[src/hw/rtl/dq_pkg.sv]
// ----------------------------------------------------------------------------
// dq_pkg
// Shared types and codes of the double-ended queue: command and error codes,
// request and response transaction layouts, and the cell control group.
// ----------------------------------------------------------------------------
package dq_pkg;

   localparam int WORD_W = 32;
   localparam int OCC_W  = 5;

   // command codes; codes above query are treated as query
   localparam logic [2:0] CMD_PUSH_FRONT = 3'd0;
   localparam logic [2:0] CMD_PUSH_BACK  = 3'd1;
   localparam logic [2:0] CMD_POP_FRONT  = 3'd2;
   localparam logic [2:0] CMD_POP_BACK   = 3'd3;
   localparam logic [2:0] CMD_QUERY      = 3'd4;

   // error codes
   localparam logic [1:0] ERR_NONE  = 2'd0;
   localparam logic [1:0] ERR_EMPTY = 2'd1;
   localparam logic [1:0] ERR_FULL  = 2'd2;

   typedef struct packed {
      logic [2:0]               command;
      logic signed [WORD_W-1:0] value;
   } req_type;

   typedef struct packed {
      logic signed [WORD_W-1:0] front_value;
      logic signed [WORD_W-1:0] back_value;
      logic [OCC_W-1:0]         occupancy;
      logic                     is_empty;
      logic                     is_full;
      logic [1:0]               error_code;
   } rsp_type;

   // broadcast to every cell, already qualified by the full and empty checks
   typedef struct packed {
      logic ins_front;
      logic ins_back;
      logic rem_front;
      logic rem_back;
   } dq_ctrl_type;

endpackage

[src/hw/rtl/dq_cell.sv]
// ----------------------------------------------------------------------------
// dq_cell
// One storage cell of the shifting chain: a word and an occupied flag,
// loaded from the left or right neighbor or from the pushed word.
// ----------------------------------------------------------------------------
module dq_cell
   import dq_pkg::*;
(
   input  logic                     clock,
   input  logic                     reset,
   input  dq_ctrl_type              ctrl,
   input  logic signed [WORD_W-1:0] push_word,
   input  logic signed [WORD_W-1:0] left_word,
   input  logic                     left_valid,
   input  logic signed [WORD_W-1:0] right_word,
   input  logic                     right_valid,
   output logic signed [WORD_W-1:0] word,
   output logic                     valid,
   output logic signed [WORD_W-1:0] tap
);

   logic signed [WORD_W-1:0] word_ff;
   logic signed [WORD_W-1:0] word_in;
   logic                     valid_ff;
   logic                     valid_in;

   always_comb begin
      word_in  = word_ff;
      valid_in = valid_ff;
      if (ctrl.ins_front) begin
         word_in  = left_word;
         valid_in = left_valid;
      end else if (ctrl.ins_back) begin
         // first free cell takes the word
         if (!valid_ff && left_valid) begin
            word_in  = push_word;
            valid_in = 1'b1;
         end
      end else if (ctrl.rem_front) begin
         word_in  = right_word;
         valid_in = right_valid;
      end else if (ctrl.rem_back) begin
         if (valid_ff && !right_valid) begin
            valid_in = 1'b0;
         end
      end
   end

   always_ff @(posedge clock) begin
      if (reset) begin
         valid_ff <= 1'b0;
      end else begin
         valid_ff <= valid_in;
      end
   end

   always_ff @(posedge clock) begin
      word_ff <= word_in;
   end

   assign word  = word_ff;
   assign valid = valid_ff;
   // only the last occupied cell puts its word on the back tap
   assign tap   = (valid_ff && !right_valid) ? word_ff : '0;

endmodule

[src/hw/rtl/dq_or_tree.sv]
// ----------------------------------------------------------------------------
// dq_or_tree
// Registered binary OR tree that collects the single nonzero back tap of
// the cell chain; every tree level is registered.
// ----------------------------------------------------------------------------
module dq_or_tree
   import dq_pkg::*;
#(
   parameter int N = 16
)
(
   input  logic                     clock,
   input  logic signed [WORD_W-1:0] leaf [N],
   output logic signed [WORD_W-1:0] root
);

   localparam int LEVELS = (N > 1) ? $clog2(N) : 1;
   localparam int P      = 1 << LEVELS;

   logic signed [WORD_W-1:0] leaf_pad [P];
   logic signed [WORD_W-1:0] node_ff  [1:P-1];

   genvar i;
   generate
      for (i = 0; i < P; i++) begin : g_pad
         if (i < N) begin : g_real
            assign leaf_pad[i] = leaf[i];
         end else begin : g_zero
            assign leaf_pad[i] = '0;
         end
      end

      for (i = 1; i < P; i++) begin : g_node
         if (2 * i >= P) begin : g_bottom
            always_ff @(posedge clock) begin
               node_ff[i] <= leaf_pad[2*i-P] | leaf_pad[2*i+1-P];
            end
         end else begin : g_inner
            always_ff @(posedge clock) begin
               node_ff[i] <= node_ff[2*i] | node_ff[2*i+1];
            end
         end
      end
   endgenerate

   assign root = node_ff[1];

endmodule

[src/hw/rtl/double_ended_queue.sv]
// ----------------------------------------------------------------------------
// double_ended_queue
// Fixed-capacity double-ended queue of signed words held in a shifting
// chain of cells, front word always in cell 0.
// ----------------------------------------------------------------------------
//
//   channel   direction  handshake            payload
//   req_      in         req_valid/req_stall  req_type (command, value)
//   rsp_      out        rsp_valid/rsp_stall  rsp_type (front, back, occupancy,
//                                              flags, error code)
//
// one transaction at a time: accept cycle, then a wait in the busy state for the
// registered back-value tree, then the response
// req_stall stays high from accept until the response has been taken
// a stalled response holds its payload, the chain is not touched meanwhile
// reset clears the occupied flags, the count and the control state; word
// storage has no reset
// ----------------------------------------------------------------------------
module double_ended_queue
   import dq_pkg::*;
#(
   parameter int DEPTH = 16
)
(
   input  logic    clock,
   input  logic    reset,
   input  logic    req_valid,
   output logic    req_stall,
   input  req_type req_data,
   output logic    rsp_valid,
   input  logic    rsp_stall,
   output rsp_type rsp_data
);

   localparam int CNT_W  = $clog2(DEPTH + 1);
   localparam int LAT    = $clog2(DEPTH);
   localparam int WAIT_W = $clog2(LAT + 1);

   typedef enum logic [1:0] {
      ST_IDLE,
      ST_BUSY,
      ST_RESP
   } state_type;

   state_type         state_ff;
   logic [WAIT_W-1:0] wait_ff;
   logic [CNT_W-1:0]  count_ff;
   logic [CNT_W-1:0]  count_in;
   logic [1:0]        error_ff;
   logic [1:0]        error_in;

   logic        req_accept;
   logic        is_full;
   logic        is_empty;
   dq_ctrl_type ctrl;

   logic signed [WORD_W-1:0] cell_word  [DEPTH];
   logic                     cell_valid [DEPTH];
   logic signed [WORD_W-1:0] cell_tap   [DEPTH];
   logic signed [WORD_W-1:0] back_word;

   assign req_stall  = (state_ff != ST_IDLE);
   assign req_accept = req_valid && !req_stall;
   assign is_full    = (count_ff == CNT_W'(DEPTH));
   assign is_empty   = (count_ff == '0);

   // command decode against the state before the command
   always_comb begin
      ctrl     = '0;
      count_in = count_ff;
      error_in = ERR_NONE;
      case (req_data.command)
         CMD_PUSH_FRONT, CMD_PUSH_BACK: begin
            if (is_full) begin
               error_in = ERR_FULL;   // word dropped
            end else begin
               ctrl.ins_front = (req_data.command == CMD_PUSH_FRONT);
               ctrl.ins_back  = (req_data.command == CMD_PUSH_BACK);
               count_in       = count_ff + CNT_W'(1);
            end
         end
         CMD_POP_FRONT, CMD_POP_BACK: begin
            if (is_empty) begin
               error_in = ERR_EMPTY;
            end else begin
               ctrl.rem_front = (req_data.command == CMD_POP_FRONT);
               ctrl.rem_back  = (req_data.command == CMD_POP_BACK);
               count_in       = count_ff - CNT_W'(1);
            end
         end
         default: begin
            // query and unused codes
            if (is_empty) begin
               error_in = ERR_EMPTY;
            end
         end
      endcase
      if (!req_accept) begin
         ctrl = '0;
      end
   end

   // cell chain: cell 0 is the front; left of cell 0 is the pushed word
   genvar i;
   generate
      for (i = 0; i < DEPTH; i++) begin : g_cell
         logic signed [WORD_W-1:0] left_word;
         logic                     left_valid;
         logic signed [WORD_W-1:0] right_word;
         logic                     right_valid;

         if (i == 0) begin : g_first
            assign left_word  = req_data.value;
            assign left_valid = 1'b1;
         end else begin : g_mid_l
            assign left_word  = cell_word[i-1];
            assign left_valid = cell_valid[i-1];
         end

         if (i == DEPTH - 1) begin : g_last
            assign right_word  = '0;
            assign right_valid = 1'b0;
         end else begin : g_mid_r
            assign right_word  = cell_word[i+1];
            assign right_valid = cell_valid[i+1];
         end

         dq_cell u_cell (
            .clock       (clock),
            .reset       (reset),
            .ctrl        (ctrl),
            .push_word   (req_data.value),
            .left_word   (left_word),
            .left_valid  (left_valid),
            .right_word  (right_word),
            .right_valid (right_valid),
            .word        (cell_word[i]),
            .valid       (cell_valid[i]),
            .tap         (cell_tap[i])
         );
      end
   endgenerate

   // back value: only the last occupied cell drives a nonzero tap
   dq_or_tree #(
      .N (DEPTH)
   ) u_tree (
      .clock (clock),
      .leaf  (cell_tap),
      .root  (back_word)
   );

   // sequencer: accept, wait for the tree, hold the response until taken
   always_ff @(posedge clock) begin
      if (reset) begin
         state_ff <= ST_IDLE;
         wait_ff  <= '0;
         count_ff <= '0;
         error_ff <= ERR_NONE;
      end else begin
         case (state_ff)
            ST_IDLE: begin
               if (req_accept) begin
                  state_ff <= ST_BUSY;
                  wait_ff  <= WAIT_W'(LAT);
                  count_ff <= count_in;
                  error_ff <= error_in;
               end
            end
            ST_BUSY: begin
               if (wait_ff == WAIT_W'(1)) begin
                  state_ff <= ST_RESP;
               end
               wait_ff <= wait_ff - WAIT_W'(1);
            end
            ST_RESP: begin
               if (!rsp_stall) begin
                  state_ff <= ST_IDLE;
               end
            end
            default: begin
               state_ff <= ST_IDLE;
            end
         endcase
      end
   end

   // response fields come straight from held registers
   assign rsp_valid             = (state_ff == ST_RESP);
   assign rsp_data.front_value  = cell_valid[0] ? cell_word[0] : '0;
   assign rsp_data.back_value   = back_word;
   assign rsp_data.occupancy    = OCC_W'(count_ff);
   assign rsp_data.is_empty     = is_empty;
   assign rsp_data.is_full      = is_full;
   assign rsp_data.error_code   = error_ff;

endmodule

[config.mk]
export PLATFORM = sky130hd
export DESIGN_NAME = double_ended_queue
export DESIGN_NICKNAME = d
export VERILOG_FILES = /design/src/hw/rtl/dq_pkg.sv /design/src/hw/rtl/dq_cell.sv /design/src/hw/rtl/dq_or_tree.sv /design/src/hw/rtl/double_ended_queue.sv
export SDC_FILE = /design/constraint.sdc
export NUM_CORES = 1
export LEC_CHECK = 0
export ABC_AREA = 1
export BUFFER_PORTS_ARGS = -buffer_cell sky130_fd_sc_hd__buf_2
export CORE_MARGIN = 4
export CORE_UTILIZATION = 31
export DETAILED_ROUTE_END_ITERATION = 12
export GPL_ROUTABILITY_DRIVEN = 0
export HOLD_SLACK_MARGIN = 0.05
export PLACE_DENSITY = 0.57
export SLEW_MARGIN = 10
export SYNTH_ARGS = -nofsm -noshare
export SYNTH_HDL_FRONTEND = slang
export SYNTH_SLANG_ARGS = --single-unit
[constraint.sdc]
create_clock -name clock -period 2.2 [get_ports clock]
set_input_delay 0.11 -clock clock [delete_from_list [all_inputs] [get_ports clock]]
set_output_delay 0.11 -clock clock [all_outputs]
set_load 0.01 [all_outputs]
==> results.ini <==
[run]
drv_cap=0

[routing]
wl_um=99900
drtIter0Drc=2091
ant_nets=0
routedWlPerCell_um=19.6
vias_per_cell=4.93
drc=0
drt-pass1-iter-count=5
num_vias=25100

[timing]
slew_viol_final=0
min_period_ns=2.08
skew_ns=0.0236
final.setup.worst_slack_ns=0.124
grt_setup_unrepaired=false
max_freq_mhz=482
hold_viol_final=0
setup_viol=0
relSlewSlack=0.533
post-route-period-util=0.943
whs_ns=0.201
worst_pin_slew_ns=0.700

[cells_and_area]
area_growth_syn_to_layout_pct=17.8
fin_area_um2=45200
final_common_cell=inv_1
drive_above_1_share=0.201
layout_common_cells=inv_1 (580), edfxtp_1 (512), dfxtp_1 (505)
final_nets=3431
diodes=0

[setup_path]
path_class=reg2reg
timing.rr.start=state_ff[1]$_SDFFE_PP0P_
path_common_cell=inv_1
r2r_setup_slack_ns=0.12
worstPathArrival_ns=2.40
start_kind=register
crit_path_cell_trace=inv_2 > nand3_4 > nor2_4 > nand2_8 > inv_1 > nor2_2 > inv_1 > buf_12 > nand2_1 > inv_1 > buf_12
cp.required_ns=2.52
crit_buf_inv=6
rr_endpoint=g_cell[4].u_cell.word[18]$_DFFE_PP_
setup.worst_path.end_class=register
path_delay_family=buffers and inverters
reg2regPathDepth=11
cp_slowest_cell=dfxtp_1
worstPathMaxFanout=32
slowest_delay_ns=0.33

[min_path]
hold_path.class=in2reg
whs_endpoint=g_cell[0].u_cell.valid$_SDFFE_PP0P_
hold_depth=9
min_from=req_data[32]

[placed_design]
place_area_um2=41400
dpl.hpwl_um=62100
dp_slack_ns=-0.124
portBuffers=113

[pwr]
p_clk_frac=0.409
p_leak_nw=18.5
pwr-share-comb=0.080
p_sw_w=0.00946
seq_power_share=0.511
switching_share=0.227
peakVddDrop_v=0.000603
p_int_w=0.0323
powerDensity_nw_per_um2=923

[cts]
clockBufferDepth=3
htreeDepth=3
path_clk_slew_ns=0.06
clk_latency_ns=0.67
cts_sinks=1020
cts_buffers=100
cts_tree=done
root_buffer=clkbuf_16

[die]
die_y_um=360
initial_core_util=0.314
die_width_um=360
core_area_um2=122000
ios=114
die_area_um2=129000
num_rows=128

[yosys]
synthesis.nets=3262
synth.distinct_cells=37
ys_seq_area_frac=0.666
avgSynthCellArea_um2=11.9
ys_ff_latch=1020
syn_area_um2=38400
yosys_warnings=0
synthCells=3217

[global_route]
grt_max_degree=117
gr-total-overflow=0
antenna_found_initial=0
grt_usage=0.150
grt_pass1_vias=24700
grt_pass1_wl_um=153000

[status]
outcome=completed

what timing repair did:
| item | in CTS | in global routing |
|---|---|---|
| gates cloned | 1 | 0 |
| hold buffers | 39 | 0 |
| hold endpoints to repair | 476 | 0 |
| gates resized for setup | 8 | 6 |
| setup endpoints to repair | 451 | 154 |
| buffers inserted | 3 | 1 |
| pin swaps | 0 | 3 |
how the worst max path moves through the flow:
| stage | startpoint | cells past startpoint | slack, ns | to |
|---|---|---|---|---|
| 2_1_floorplan | count_ff[4]$_SDFFE_PP0P_ | 8 | 0.002 | g_cell[0].u_cell.word[0]$_DFFE_PP_ |
| 6_report | state_ff[1]$_SDFFE_PP0P_ | 11 | 0.12 | g_cell[4].u_cell.word[18]$_DFFE_PP_ |
| 4_1_cts | count_ff[3]$_SDFFE_PP0P_ | 11 | 0.02 | g_cell[8].u_cell.word[25]$_DFFE_PP_ |
| 3_5_place_dp | state_ff[1]$_SDFFE_PP0P_ | 11 | -0.12 | g_cell[2].u_cell.word[6]$_DFFE_PP_ |
| 3_3_place_gp | state_ff[1]$_SDFFE_PP0P_ | 11 | -0.12 | g_cell[2].u_cell.word[5]$_DFFE_PP_ |
| 5_1_grt | state_ff[1]$_SDFFE_PP0P_ | 11 | 0.006 | g_cell[7].u_cell.word[10]$_DFFE_PP_ |
metal layers:
layer / vias up / wire length [um] / track usage
met4: 0 / 2140 / 0.0429
met2: 683 / 48700 / 0.256
met1: 12500 / 44000 / 0.199
met3: 131 / 5020 / 0.0199
li1: 11900 / - / -
met5: - / 0 / 0
final cells by class:
class	count	area, um^2
timing repair buffer	279	2580
tap	1625	2030
fill	11800	77100
multi-input combinational	1375	9400
sequential	1020	25500
clock buffer	158	3030
clock inverter	32	290
inverter	610	2330
power by group through the flow:
stage	Sequential, W	Combinational [W]	Clock [W]
6_report	0.0213	0.00334	0.0171
3_3_place_gp	0.0217	0.00321	0
2_1_floorplan	0.0217	0.00187	0
3_5_place_dp	0.0217	0.00325	0
4_1_cts	0.0213	0.00335	0.0175
5_1_grt	0.0214	0.00364	0.0183
worst reg2reg max path: stages (launching register included):
cell and delay [ns]:
dfxtp_1 0.33, inv_2 0.09, nand3_4 0.14, nor2_4 0.20
nand2_8 0.09, inv_1 0.08, nor2_2 0.05, inv_1 0.10
buf_12 0.16, nand2_1 0.07, inv_1 0.09, buf_12 0.28
metrics by stage:
stage               utilization  setup TNS, ns  instances  total power, W
global placement          0.338         -27.45       4865          0.0249
finish                    0.369              0       5099          0.0417
floorplan                     -              0       3217          0.0236
global route              0.369              0       5099          0.0433
CTS                       0.369              0       5098          0.0421
detailed placement        0.338         -23.70       4865          0.0250
registers in the layout (all words and copies together) (netlist names):
signal               count
state_ff                 2
error_ff                 2
u_tree.node_ff         480
g_cell.u_cell.word     512
g_cell.u_cell.valid     16
wait_ff                  3
count_ff                 5
cell families (layout without fill, tap and decap cells):
| kind of cell | count (synthesis) | after routing | synth area share |
|---|---|---|---|
| compound gates | 805 | 805 | 0.160 |
| xor+xnor | 4 | 4 | 0.000913 |
| fa+ha+maj | 6 | 6 | 0.00215 |
| buf+inv | 822 | 1079 | 0.0913 |
| flops | 1020 | 1020 | 0.666 |
| simple gates | 560 | 560 | 0.0801 |
Yosys cell counts:
cell	n	share of area
ha_1	5	0.0016
a211oi_1	3	0.00059
buf_8	1	0.00039
or2_2	225	0.037
xnor2_1	1	0.00023
nor2_2	4	0.00065
inv_2	1	0.000098
buf_1	2	0.00020
nor2_4	1	0.00029
nand4_1	2	0.00033
buf_6	23	0.0067
o21ai_2	20	0.0046
inv_4	1	0.00016
nand2_1	170	0.017
clkbuf_1	66	0.0065
o221ai_2	4	0.0016
clkinv_1	17	0.0017
buf_4	14	0.0027
a21oi_1	11	0.0014
edfxtp_1	512	0.40
inv_1	591	0.058
nand2_2	12	0.0020
buf_12	3	0.0016
o21ai_0	55	0.0072
o21ai_1	11	0.0014
a31oi_1	1	0.00016
o22ai_1	256	0.042
nand2_4	1	0.00029
xor2_1	3	0.00068
dfxtp_1	508	0.26
fa_1	1	0.00052
buf_2	103	0.013
nand3_1	4	0.00052
nand3_2	3	0.00078
nor2_1	118	0.012
nand2_8	20	0.010
o221ai_1	444	0.10
No activity file was read; power rests on OpenSTA's default activity.
